$ cat config.mk
export PLATFORM = sky130hd
export DESIGN_NAME = buffer_pool_pin_lru_manager_core
export DESIGN_NICKNAME = d
export VERILOG_FILES = /design/src/design/bplru_pkg.sv /design/src/design/bplru_ctrl.sv /design/src/design/bplru_dp.sv /design/src/design/buffer_pool_pin_lru_manager_core.sv
export SDC_FILE = /design/constraint.sdc
export NUM_CORES = 2
export LEC_CHECK = 0
export BUFFER_PORTS_ARGS = -buffer_cell sky130_fd_sc_hd__buf_2
export CORE_MARGIN = 10
export CORE_UTILIZATION = 66
export CTS_BUF_LIST = sky130_fd_sc_hd__clkbuf_8
export DETAILED_ROUTE_END_ITERATION = 7
export PLACE_DENSITY = 0.83
export RECOVER_POWER = 25
export SYNTH_ARGS = -nofsm -noshare
export SYNTH_HDL_FRONTEND = slang
export SYNTH_SLANG_ARGS = --single-unit
$ cat constraint.sdc
create_clock -name clock -period 10.4 [get_ports clock]
set_input_delay 1.04 -clock clock [delete_from_list [all_inputs] [get_ports clock]]
set_output_delay 1.04 -clock clock [all_outputs]
set_load 0.01 [all_outputs]
$ cat src/design/bplru_pkg.sv
// Shared types, constants and codes for the buffer pool pin/LRU manager.
package bplru_pkg;

   localparam int Frames    = 16;
   localparam int PinBits   = 8;
   localparam int FrameBits = $clog2(Frames);
   localparam int CntBits   = $clog2(Frames + 1);

   localparam logic [2:0] REQ_FETCH     = 3'd0;
   localparam logic [2:0] REQ_NEW       = 3'd1;
   localparam logic [2:0] REQ_UNPIN     = 3'd2;
   localparam logic [2:0] REQ_FLUSH     = 3'd3;
   localparam logic [2:0] REQ_FLUSH_ALL = 3'd4;

   localparam logic [2:0] KIND_WRITEBACK = 3'd0;
   localparam logic [2:0] KIND_LOAD      = 3'd1;
   localparam logic [2:0] KIND_GRANTED   = 3'd2;
   localparam logic [2:0] KIND_FAILED    = 3'd3;
   localparam logic [2:0] KIND_DONE      = 3'd4;
   localparam logic [2:0] KIND_ZERO      = 3'd5;

   // datapath operations issued by the controller
   localparam logic [3:0] OP_NONE       = 4'd0;
   localparam logic [3:0] OP_CAPTURE    = 4'd1;
   localparam logic [3:0] OP_LOOKUP     = 4'd2;
   localparam logic [3:0] OP_HIT        = 4'd3;
   localparam logic [3:0] OP_SCAN_INIT  = 4'd4;
   localparam logic [3:0] OP_SCAN_STEP  = 4'd5;
   localparam logic [3:0] OP_TAKE_FREE  = 4'd6;
   localparam logic [3:0] OP_EVICT      = 4'd7;
   localparam logic [3:0] OP_INSTALL    = 4'd8;
   localparam logic [3:0] OP_UNPIN      = 4'd9;
   localparam logic [3:0] OP_FLUSH      = 4'd10;
   localparam logic [3:0] OP_FALL_INIT  = 4'd11;
   localparam logic [3:0] OP_FALL_STEP  = 4'd12;
   localparam logic [3:0] OP_TOUCH_STEP = 4'd13;
   localparam logic [3:0] OP_TOUCH_INIT = 4'd14;

   typedef struct packed {
      logic [2:0]  req_type;
      logic [31:0] page_id;
      logic        dirty_flag;
   } req_type_type;

   typedef struct packed {
      logic [2:0]           kind;
      logic [FrameBits-1:0] frame;
      logic [31:0]          page;
      logic                 was_hit;
      logic                 last;
   } rsp_type;

   typedef struct packed {
      logic [3:0] op;
      logic [2:0] emit_kind;
      logic       emit;
      logic       emit_hit;
      logic       emit_last;
      logic       emit_zero;
      logic       emit_frame0;
   } cmd_type;

   typedef struct packed {
      logic [2:0] req;
      logic       hit;
      logic       free_avail;
      logic       scan_found;
      logic       scan_end;
      logic       victim_dirty;
      logic       fall_dirty;
      logic       fall_end;
      logic       touch_end;
   } sts_type;

endpackage

$ cat src/design/bplru_ctrl.sv
// Request sequencer for the buffer pool manager.
module bplru_ctrl (
   input  logic              clock,
   input  logic              reset,
   input  logic              start,
   output logic              busy,
   input  bplru_pkg::sts_type sts,
   output bplru_pkg::cmd_type cmd
);

   localparam logic [3:0] S_IDLE   = 4'd0;
   localparam logic [3:0] S_LOOK   = 4'd1;
   localparam logic [3:0] S_DISP   = 4'd2;
   localparam logic [3:0] S_VICT   = 4'd3;
   localparam logic [3:0] S_SCAN   = 4'd4;
   localparam logic [3:0] S_EVICT  = 4'd5;
   localparam logic [3:0] S_INST   = 4'd6;
   localparam logic [3:0] S_TOUCH  = 4'd7;
   localparam logic [3:0] S_GRANT  = 4'd8;
   localparam logic [3:0] S_FLUSH  = 4'd9;
   localparam logic [3:0] S_FALL   = 4'd10;
   localparam logic [3:0] S_HTOUCH = 4'd11;
   localparam logic [3:0] S_HGRANT = 4'd12;

   logic [3:0] state_ff, state_in;

   assign busy = (state_ff != S_IDLE);

   always_ff @(posedge clock) begin
      if (reset) begin
         state_ff <= S_IDLE;
      end else begin
         state_ff <= state_in;
      end
   end

   // next state and datapath command
   always_comb begin
      state_in = state_ff;
      cmd      = '0;
      cmd.op   = bplru_pkg::OP_NONE;
      unique case (state_ff)
         S_IDLE: begin
            if (start) begin
               cmd.op   = bplru_pkg::OP_CAPTURE;
               state_in = S_LOOK;
            end
         end
         S_LOOK: begin
            cmd.op   = bplru_pkg::OP_LOOKUP;
            state_in = S_DISP;
         end
         S_DISP: begin
            unique case (sts.req) inside
               bplru_pkg::REQ_FETCH: begin
                  if (sts.hit) begin
                     cmd.op   = bplru_pkg::OP_TOUCH_INIT;
                     state_in = S_HTOUCH;
                  end else begin
                     state_in = S_VICT;
                  end
               end
               bplru_pkg::REQ_NEW: state_in = S_VICT;
               bplru_pkg::REQ_UNPIN, bplru_pkg::REQ_FLUSH: begin
                  if (!sts.hit) begin
                     cmd.emit = 1'b1; cmd.emit_kind = bplru_pkg::KIND_FAILED;
                     cmd.emit_last = 1'b1; cmd.emit_frame0 = 1'b1;
                     state_in = S_IDLE;
                  end else if (sts.req == bplru_pkg::REQ_UNPIN) begin
                     cmd.op = bplru_pkg::OP_UNPIN;
                     cmd.emit = 1'b1; cmd.emit_kind = bplru_pkg::KIND_DONE;
                     cmd.emit_last = 1'b1;
                     state_in = S_IDLE;
                  end else begin
                     cmd.emit = 1'b1; cmd.emit_kind = bplru_pkg::KIND_WRITEBACK;
                     state_in = S_FLUSH;
                  end
               end
               bplru_pkg::REQ_FLUSH_ALL: begin
                  cmd.op   = bplru_pkg::OP_FALL_INIT;
                  state_in = S_FALL;
               end
               default: begin
                  cmd.emit = 1'b1; cmd.emit_kind = bplru_pkg::KIND_FAILED;
                  cmd.emit_last = 1'b1; cmd.emit_frame0 = 1'b1;
                  state_in = S_IDLE;
               end
            endcase
         end
         S_HTOUCH: begin
            cmd.op = bplru_pkg::OP_TOUCH_STEP;
            if (sts.touch_end) state_in = S_HGRANT;
         end
         S_HGRANT: begin
            cmd.op = bplru_pkg::OP_HIT;
            cmd.emit = 1'b1; cmd.emit_kind = bplru_pkg::KIND_GRANTED;
            cmd.emit_hit = 1'b1; cmd.emit_last = 1'b1;
            state_in = S_IDLE;
         end
         S_VICT: begin
            if (sts.free_avail) begin
               cmd.op   = bplru_pkg::OP_TAKE_FREE;
               state_in = S_INST;
            end else begin
               cmd.op   = bplru_pkg::OP_SCAN_INIT;
               state_in = S_SCAN;
            end
         end
         S_SCAN: begin
            if (sts.scan_found) begin
               state_in = S_EVICT;
            end else if (sts.scan_end) begin
               cmd.emit = 1'b1; cmd.emit_kind = bplru_pkg::KIND_FAILED;
               cmd.emit_last = 1'b1; cmd.emit_frame0 = 1'b1;
               state_in = S_IDLE;
            end else begin
               cmd.op = bplru_pkg::OP_SCAN_STEP;
            end
         end
         S_EVICT: begin
            cmd.op = bplru_pkg::OP_EVICT;
            if (sts.victim_dirty) begin
               cmd.emit = 1'b1; cmd.emit_kind = bplru_pkg::KIND_WRITEBACK;
            end
            state_in = S_INST;
         end
         S_INST: begin
            cmd.op   = bplru_pkg::OP_INSTALL;
            cmd.emit = 1'b1;
            cmd.emit_kind = (sts.req == bplru_pkg::REQ_NEW) ? bplru_pkg::KIND_ZERO
                                                             : bplru_pkg::KIND_LOAD;
            state_in = S_TOUCH;
         end
         S_TOUCH: begin
            cmd.op = bplru_pkg::OP_TOUCH_STEP;
            if (sts.touch_end) state_in = S_GRANT;
         end
         S_GRANT: begin
            cmd.emit = 1'b1; cmd.emit_kind = bplru_pkg::KIND_GRANTED;
            cmd.emit_last = 1'b1;
            state_in = S_IDLE;
         end
         S_FLUSH: begin
            cmd.op   = bplru_pkg::OP_FLUSH;
            cmd.emit = 1'b1; cmd.emit_kind = bplru_pkg::KIND_DONE;
            cmd.emit_last = 1'b1;
            state_in = S_IDLE;
         end
         S_FALL: begin
            cmd.op = bplru_pkg::OP_FALL_STEP;
            if (sts.fall_dirty) begin
               cmd.emit = 1'b1; cmd.emit_kind = bplru_pkg::KIND_WRITEBACK;
            end else if (sts.fall_end) begin
               cmd.emit = 1'b1; cmd.emit_kind = bplru_pkg::KIND_DONE;
               cmd.emit_last = 1'b1; cmd.emit_zero = 1'b1;
               state_in = S_IDLE;
            end
         end
         default: state_in = S_IDLE;
      endcase
   end

endmodule

$ cat src/design/bplru_dp.sv
// Frame table, recency list and result register of the buffer pool manager.
module bplru_dp (
   input  logic                    clock,
   input  logic                    reset,
   input  bplru_pkg::req_type_type req,
   input  bplru_pkg::cmd_type      cmd,
   output bplru_pkg::sts_type      sts,
   output logic                    rsp_valid,
   output bplru_pkg::rsp_type      rsp
);

   localparam int FB = bplru_pkg::FrameBits;
   localparam int CB = bplru_pkg::CntBits;
   localparam logic [bplru_pkg::PinBits-1:0] PinMax = '1;
   localparam logic [bplru_pkg::PinBits-1:0] PinOne = {{(bplru_pkg::PinBits-1){1'b0}}, 1'b1};

   // frame state
   logic [31:0]                     tag_ff   [bplru_pkg::Frames];
   logic [bplru_pkg::Frames-1:0]    valid_ff;
   logic [bplru_pkg::Frames-1:0]    dirty_ff;
   logic [bplru_pkg::PinBits-1:0]   pins_ff  [bplru_pkg::Frames];
   logic [FB-1:0]                   order_ff [bplru_pkg::Frames];
   logic [CB-1:0]                   len_ff;
   logic [CB-1:0]                   free_ff;

   // transaction and working registers
   bplru_pkg::req_type_type req_ff;
   logic [FB-1:0]           sel_ff;     // frame in use
   logic                    hit_ff;
   logic [CB-1:0]           idx_ff;     // scan / sweep position
   logic [CB-1:0]           tpos_ff;    // touch shift position
   logic                    tfound_ff;  // frame already located in list
   logic                    rsp_valid_ff;
   bplru_pkg::rsp_type      rsp_ff;

   // combinational lookup: lowest matching valid frame
   logic          lk_hit;
   logic [FB-1:0] lk_frame;
   always_comb begin
      lk_hit   = 1'b0;
      lk_frame = '0;
      for (int i = bplru_pkg::Frames - 1; i >= 0; i--) begin
         if (valid_ff[i] && tag_ff[i] == req_ff.page_id) begin
            lk_hit   = 1'b1;
            lk_frame = FB'(i);
         end
      end
   end

   // list position of the selected frame, searched from the front
   logic [CB-1:0] hit_pos;
   always_comb begin
      hit_pos = '0;
      for (int i = bplru_pkg::Frames - 1; i >= 0; i--) begin
         if (CB'(i) < len_ff && order_ff[i] == sel_ff) hit_pos = CB'(i);
      end
   end

   // scan candidate: list entry idx_ff-1
   logic [FB-1:0] sc_frame;
   logic [FB-1:0] sc_pos;
   assign sc_pos   = FB'(idx_ff - 1'b1);
   assign sc_frame = order_ff[sc_pos];

   // touch: list position tpos_ff
   logic [FB-1:0] t_pos;
   assign t_pos = tpos_ff[FB-1:0];

   assign sts.req          = req_ff.req_type;
   assign sts.hit          = hit_ff;
   assign sts.free_avail   = (free_ff != '0);
   assign sts.scan_end     = (idx_ff == '0);
   assign sts.scan_found   = (idx_ff != '0) && (pins_ff[sc_frame] == '0);
   assign sts.victim_dirty = dirty_ff[sc_frame];
   assign sts.fall_end     = idx_ff[CB-1];
   assign sts.fall_dirty   = !idx_ff[CB-1] && valid_ff[idx_ff[FB-1:0]]
                             && dirty_ff[idx_ff[FB-1:0]];
   assign sts.touch_end    = (tpos_ff == '0);

   always_ff @(posedge clock) begin
      if (reset) begin
         valid_ff     <= '0;
         dirty_ff     <= '0;
         len_ff       <= '0;
         free_ff      <= CB'(bplru_pkg::Frames);
         rsp_valid_ff <= 1'b0;
         for (int i = 0; i < bplru_pkg::Frames; i++) begin
            tag_ff[i]  <= '0;
            pins_ff[i] <= '0;
         end
      end else begin
         rsp_valid_ff <= cmd.emit;
         unique case (cmd.op)
            bplru_pkg::OP_CAPTURE: req_ff <= req;
            bplru_pkg::OP_LOOKUP: begin
               hit_ff <= lk_hit;
               sel_ff <= lk_frame;
            end
            bplru_pkg::OP_HIT: begin
               if (pins_ff[sel_ff] != PinMax) pins_ff[sel_ff] <= pins_ff[sel_ff] + 1'b1;
            end
            bplru_pkg::OP_TAKE_FREE: begin
               free_ff <= free_ff - 1'b1;
               sel_ff  <= FB'(free_ff - 1'b1);
               tpos_ff <= len_ff;
               tfound_ff <= 1'b0;
            end
            bplru_pkg::OP_SCAN_INIT: idx_ff <= len_ff;
            bplru_pkg::OP_SCAN_STEP: idx_ff <= idx_ff - 1'b1;
            bplru_pkg::OP_EVICT: begin
               // the victim stays in the list; the touch pass moves it to front
               sel_ff    <= sc_frame;
               valid_ff[sc_frame] <= 1'b0;
               dirty_ff[sc_frame] <= 1'b0;
               tpos_ff   <= CB'(sc_pos);
               tfound_ff <= 1'b1;
            end
            bplru_pkg::OP_INSTALL: begin
               for (int i = 0; i < bplru_pkg::Frames; i++) begin
                  if (req_ff.req_type == bplru_pkg::REQ_NEW && FB'(i) != sel_ff
                      && valid_ff[i] && tag_ff[i] == req_ff.page_id) begin
                     valid_ff[i] <= 1'b0;
                     dirty_ff[i] <= 1'b0;
                  end
               end
               tag_ff[sel_ff]   <= req_ff.page_id;
               valid_ff[sel_ff] <= 1'b1;
               dirty_ff[sel_ff] <= (req_ff.req_type == bplru_pkg::REQ_NEW);
               pins_ff[sel_ff]  <= PinOne;
               if (!tfound_ff) begin
                  if (len_ff != CB'(bplru_pkg::Frames)) len_ff <= len_ff + 1'b1;
               end
            end
            bplru_pkg::OP_TOUCH_INIT: begin
               // hit: start the shift at the frame's list position
               tpos_ff   <= hit_pos;
               tfound_ff <= 1'b0;
            end
            bplru_pkg::OP_TOUCH_STEP: begin
               if (tpos_ff == '0) begin
                  order_ff[0] <= sel_ff;
               end else begin
                  if (t_pos != '0 || tpos_ff == '0)
                     order_ff[t_pos] <= order_ff[FB'(tpos_ff - 1'b1)];
                  tpos_ff <= tpos_ff - 1'b1;
               end
            end
            bplru_pkg::OP_UNPIN: begin
               if (req_ff.dirty_flag) dirty_ff[sel_ff] <= 1'b1;
               if (pins_ff[sel_ff] != '0) pins_ff[sel_ff] <= pins_ff[sel_ff] - 1'b1;
            end
            bplru_pkg::OP_FLUSH: dirty_ff[sel_ff] <= 1'b0;
            bplru_pkg::OP_FALL_INIT: idx_ff <= '0;
            bplru_pkg::OP_FALL_STEP: begin
               if (!idx_ff[CB-1]) begin
                  dirty_ff[idx_ff[FB-1:0]] <= 1'b0;
                  idx_ff <= idx_ff + 1'b1;
               end
            end
            default: ;
         endcase
      end
   end

   // result register
   always_ff @(posedge clock) begin
      if (cmd.emit) begin
         rsp_ff.kind    <= cmd.emit_kind;
         rsp_ff.was_hit <= cmd.emit_hit;
         rsp_ff.last    <= cmd.emit_last;
         if (cmd.emit_zero) begin
            rsp_ff.frame <= '0;
            rsp_ff.page  <= '0;
         end else if (cmd.emit_frame0) begin
            rsp_ff.frame <= '0;
            rsp_ff.page  <= req_ff.page_id;
         end else if (cmd.op == bplru_pkg::OP_FALL_STEP) begin
            rsp_ff.frame <= idx_ff[FB-1:0];
            rsp_ff.page  <= tag_ff[idx_ff[FB-1:0]];
         end else if (cmd.op == bplru_pkg::OP_EVICT) begin
            rsp_ff.frame <= sc_frame;
            rsp_ff.page  <= tag_ff[sc_frame];
         end else begin
            rsp_ff.frame <= sel_ff;
            rsp_ff.page  <= req_ff.page_id;
         end
      end
   end

   assign rsp_valid = rsp_valid_ff;
   assign rsp       = rsp_ff;

endmodule

$ cat src/design/buffer_pool_pin_lru_manager_core.sv
// Top level of the buffer pool pin/LRU manager.
//
// Usage: drive req_data and raise start; the transaction is taken at a clock
// edge where start is high and busy is low. Results appear on rsp_data, each
// for one cycle with rsp_valid high; rsp_data.last marks the final one, and
// busy falls in that same cycle. The receiver cannot stall: every strobed
// result is taken. One transaction is in work at a time.
//
// Order of work: a hit fetch shifts the recency list entries in front of the
// frame and puts it at the front. A miss takes a free frame if one is left,
// else evicts the least recent unpinned frame; the scan from the least recent
// end and the shift of the victim to the front cover the list between them.
// A fetch or new with no victim fails. Flush all sweeps the 16 frames one a
// cycle, writebacks going out during the sweep, then done.
//
// Reset clears the frame table, pin counts, dirty marks and list length;
// all frames count as free.
module buffer_pool_pin_lru_manager_core (
   input  logic                    clock,
   input  logic                    reset,
   input  logic                    start,
   output logic                    busy,
   input  bplru_pkg::req_type_type req_data,
   output logic                    rsp_valid,
   output bplru_pkg::rsp_type      rsp_data
);

   bplru_pkg::cmd_type cmd;
   bplru_pkg::sts_type sts;

   bplru_ctrl u_ctrl (
      .clock (clock),
      .reset (reset),
      .start (start),
      .busy  (busy),
      .sts   (sts),
      .cmd   (cmd)
   );

   bplru_dp u_dp (
      .clock     (clock),
      .reset     (reset),
      .req       (req_data),
      .cmd       (cmd),
      .sts       (sts),
      .rsp_valid (rsp_valid),
      .rsp       (rsp_data)
   );

endmodule

==> metrics <==
status complete, but fails checks; failing checks design-rule violations, max-capacitance violations, max-slew violations; # setup viols final 0; Peak Freq 142 MHz; worst path buffer plus inverter count 2; largest vdd supply drop 201 µV; CP Data Required Time 10,860 ps; Post-Layout Cell Count 5,923; share of layout cells above drive strength 1 12.7%; floorplan row count 103; clock latency at the later pin of the worst-skew pair 850 ps; Seq cells post-synth 852; Setup crit start u_ctrl.state_ff[1]; vias in the first global route 40.2k; CP top delay family buffers and inverters; Hold-fix buffers, CTS 0; post-CTS resize count 0; multi-input combinational cell area 0.0256 mm²; CTS clk-pin slew, worst paths 60 ps; first-pass GRT wire length 289,000 µm; Pleak 20.5 nW; worst rel slew slack -127%; Seq/Total Area, Yosys 47.7%; kind of critical path flop to flop; Max Slew Vio Count 671; Reg-to-Reg End u_dp.tag_ff[15][31]; die height 302 µm; drt wl/cell 34.5 µm; worst-case clock buffer depth 3; cell area power density 184 mW/mm²; number of synthesized flops with an enable pin 797; drt drc 2; final hold viol count 0; H-tree depth 4; Sink Count 852; Syn Area/Cell 10.7 µm²; DRT Pass-1 Iters 8; Tot Pwr 10.3 mW; worst-margin pin slew 3410 ps; WL final 205,000 µm; Yosys top cell area share 45.6%; Syn Inst Count 4,886; Post-Syn Area 0.0524 mm²; r2r startpoint u_ctrl.state_ff[1]; initial antenna violation count 8; worst reg2reg path depth 7; Critical Path Stages 7; RSZ-0062 raised after global routing no; Reg area 0.0250 mm²; FFs w/ async S/R, synth 0%; Setup crit end kind flop; Final period util 67.8%; I/O pin total 82; Final min period 7050 ps; Chip Width 302 µm; Syn Nets 4,937; CTS Buf Count 147; GRT Total Usage 44.2%; Inst Count DP 5,655; top_reg_cell synth edfxtp_1; Worst setup SP type flop; postcts setup bufs 0; Ys Warns 0; leading area contributor after synthesis edfxtp_1; worst-path fanout max 36; TritonCTS clock tree done; Final nets 4,805; CP max stage delay 1730 ps; crit-path most repeated cell clkbuf_1; final setup TNS 0 ps; Hold WC Path Type input port to flop; die area 0.0911 mm²; Final Skew 54.5 ps; post-route ant nets 0; Post-DP HPWL 138,000 µm; Filler cells 5,673; CP Cell Sequence nand2_1 > nor3_1 > clkbuf_1 > nand2b_1 > nor2_2 > clkbuf_1 > or2_2; Area Growth Syn to Fin 7.01%; total gr overflow 0; vias per cell 7.26; Initial Util 66.5%; Critical Path End u_dp.tag_ff[15][31]; Yosys cell types 66; maxcap violations 20; slack of the worst reg-to-reg path 3350 ps; synth top area cells edfxtp_1 (46%), mux4_2 (9.9%), xor2_1 (8.2%), and2_1 (4.7%), nand2_1 (4.2%); Port Buf Inserts 81; core footprint 0.0789 mm²; Finished Core Util 71.1%; CP arrival 7500 ps; Initial DRC Count 7,648; largest net degree at the start of global routing 212; clk root buf clkbuf_8; total via count in the routed design 43.0k; RD Place Congestion 1.06; slowest cell on the critical path clkbuf_1
layer usage:
layer	routed length, µm	share of wire, %	GRT usage [%]
met1	67000	33	54.8
met2	88600	43	65.0
met3	29900	15	13.7
met4	18900	9.3	32.8
met5	80	0.039	0
Yosys cell counts (31+ instances only):
master / count
o21ai_0: 153
a211oi_1: 79
dfxtp_1: 55
nand4_1: 35
and3_1: 205
nand3_1: 78
nand2_1: 591
clkbuf_1: 407
xor2_1: 491
a311o_1: 67
nor3_1: 64
xnor2_1: 107
o211ai_1: 48
nor2_1: 250
mux4_2: 231
o22ai_1: 44
nor4_1: 122
a21oi_1: 258
inv_1: 31
edfxtp_1: 797
nor2b_1: 49
buf_1: 45
and2_1: 391
logic make-up after synthesis:
family	synth area share, %
AND/OR/NAND/NOR	17.9
flip-flops	47.7
AO/OA/AOI/OAI	9.77
XOR/XNOR	9.99
buffers and inverters	3.68
multiplexers	10.6
adder cells (fa/ha/maj)	0.286
cell type report:
type	count	area share, %
Sequential cell	852	44.6
Inverter	31	0.207
Multi-Input combinational cell	3531	45.6
Clock buffer	148	3.63
Timing Repair Buffer	191	2.04
Tap cell	1050	2.34
Antenna cell	5	0.0223
Clock inverter	115	1.52
how the worst min path moves through the flow:
stage	from	endpoint	slack, ps	cells past startpoint
after global routing	req_data[21]	u_dp.req_ff[21]	340	1
after CTS	req_data[28]	u_dp.req_ff[28]	320	1
after detailed placement	u_dp.free_ff[4]	u_dp.free_ff[4]	470	1
after global placement	u_dp.free_ff[4]	u_dp.free_ff[4]	460	1
final	req_data[21]	u_dp.req_ff[21]	350	1
after floorplan	u_dp.free_ff[4]	u_dp.free_ff[4]	450	1
report_power, final:
group | internal [mW] | switching (mW) | total [mW] | leakage [nW]
clock network | 1.60 | 1.54 | 3.14 | 1.61
logic | 0.936 | 2.06 | 3.00 | 10.4
registers | 3.96 | 0.209 | 4.17 | 8.48
total | 6.50 | 3.81 | 10.3 | 20.5
through the flow:
stage / cell area, µm² / hold slack [ps] / setup slack [ps]
3_3_place_gp: 53400 / 463 / 4030
3_5_place_dp: 53400 / 474 / 3750
5_1_grt: 56100 / 340 / 3290
6_report: 56100 / 353 / 3350
4_1_cts: 56200 / 324 / 3750
2_1_floorplan: 52400 / 450 / 4930
placed cells by master, fill, tap and decap left out, types with 13 or more instances in the layout:
cell type / netlist / layout
a211oi_1: 79 / 79
a21oi_1: 258 / 255
a22oi_1: 22 / 22
a311o_1: 67 / 67
a31oi_1: 19 / 19
and2_0: 0 / 69
and2_1: 391 / 322
and3_1: 205 / 205
buf_2: 15 / 37
buf_4: 2 / 88
clkbuf_1: 407 / 63
clkbuf_8: 0 / 148
clkinv_1: 0 / 31
clkinv_2: 0 / 13
dfxtp_1: 55 / 50
edfxtp_1: 797 / 797
inv_1: 31 / 72
mux2i_1: 22 / 22
mux4_2: 231 / 229
nand2_1: 591 / 590
nand2b_1: 14 / 13
nand3_1: 78 / 77
nand4_1: 35 / 35
nor2_1: 250 / 237
nor2b_1: 49 / 49
nor3_1: 64 / 63
nor4_1: 122 / 121
o211ai_1: 48 / 48
o21ai_0: 153 / 153
o22ai_1: 44 / 44
or2_2: 21 / 21
or3_1: 13 / 13
xnor2_1: 107 / 107
xor2_1: 491 / 491
sequential cells by signal (all words and copies together) (netlist names), named ones only:
register	count
u_dp.len_ff	5
u_dp.idx_ff	5
u_dp.req_ff	33
u_dp.dirty_ff	16
u_dp.rsp	41
u_dp.tpos_ff	5
u_dp.free_ff	5
u_dp.pins_ff	128
u_dp.tag_ff	512
u_dp.hit_ff	1
u_dp.order_ff	64
u_dp.sts	3
u_dp.rsp_valid	1
u_dp.sel_ff	4
u_dp.valid_ff	16
u_dp.tfound_ff	1
u_ctrl.state_ff	4
worst register-to-register path: cells and delay by family, from the launching register on:
| family | cells | cell delay [ps] |
|---|---|---|
| DFF | 1 | 660 |
| and+or+nand+nor | 5 | 2630 |
| buffers and inverters | 2 | 3320 |
(Power assumes the default switching activity.)
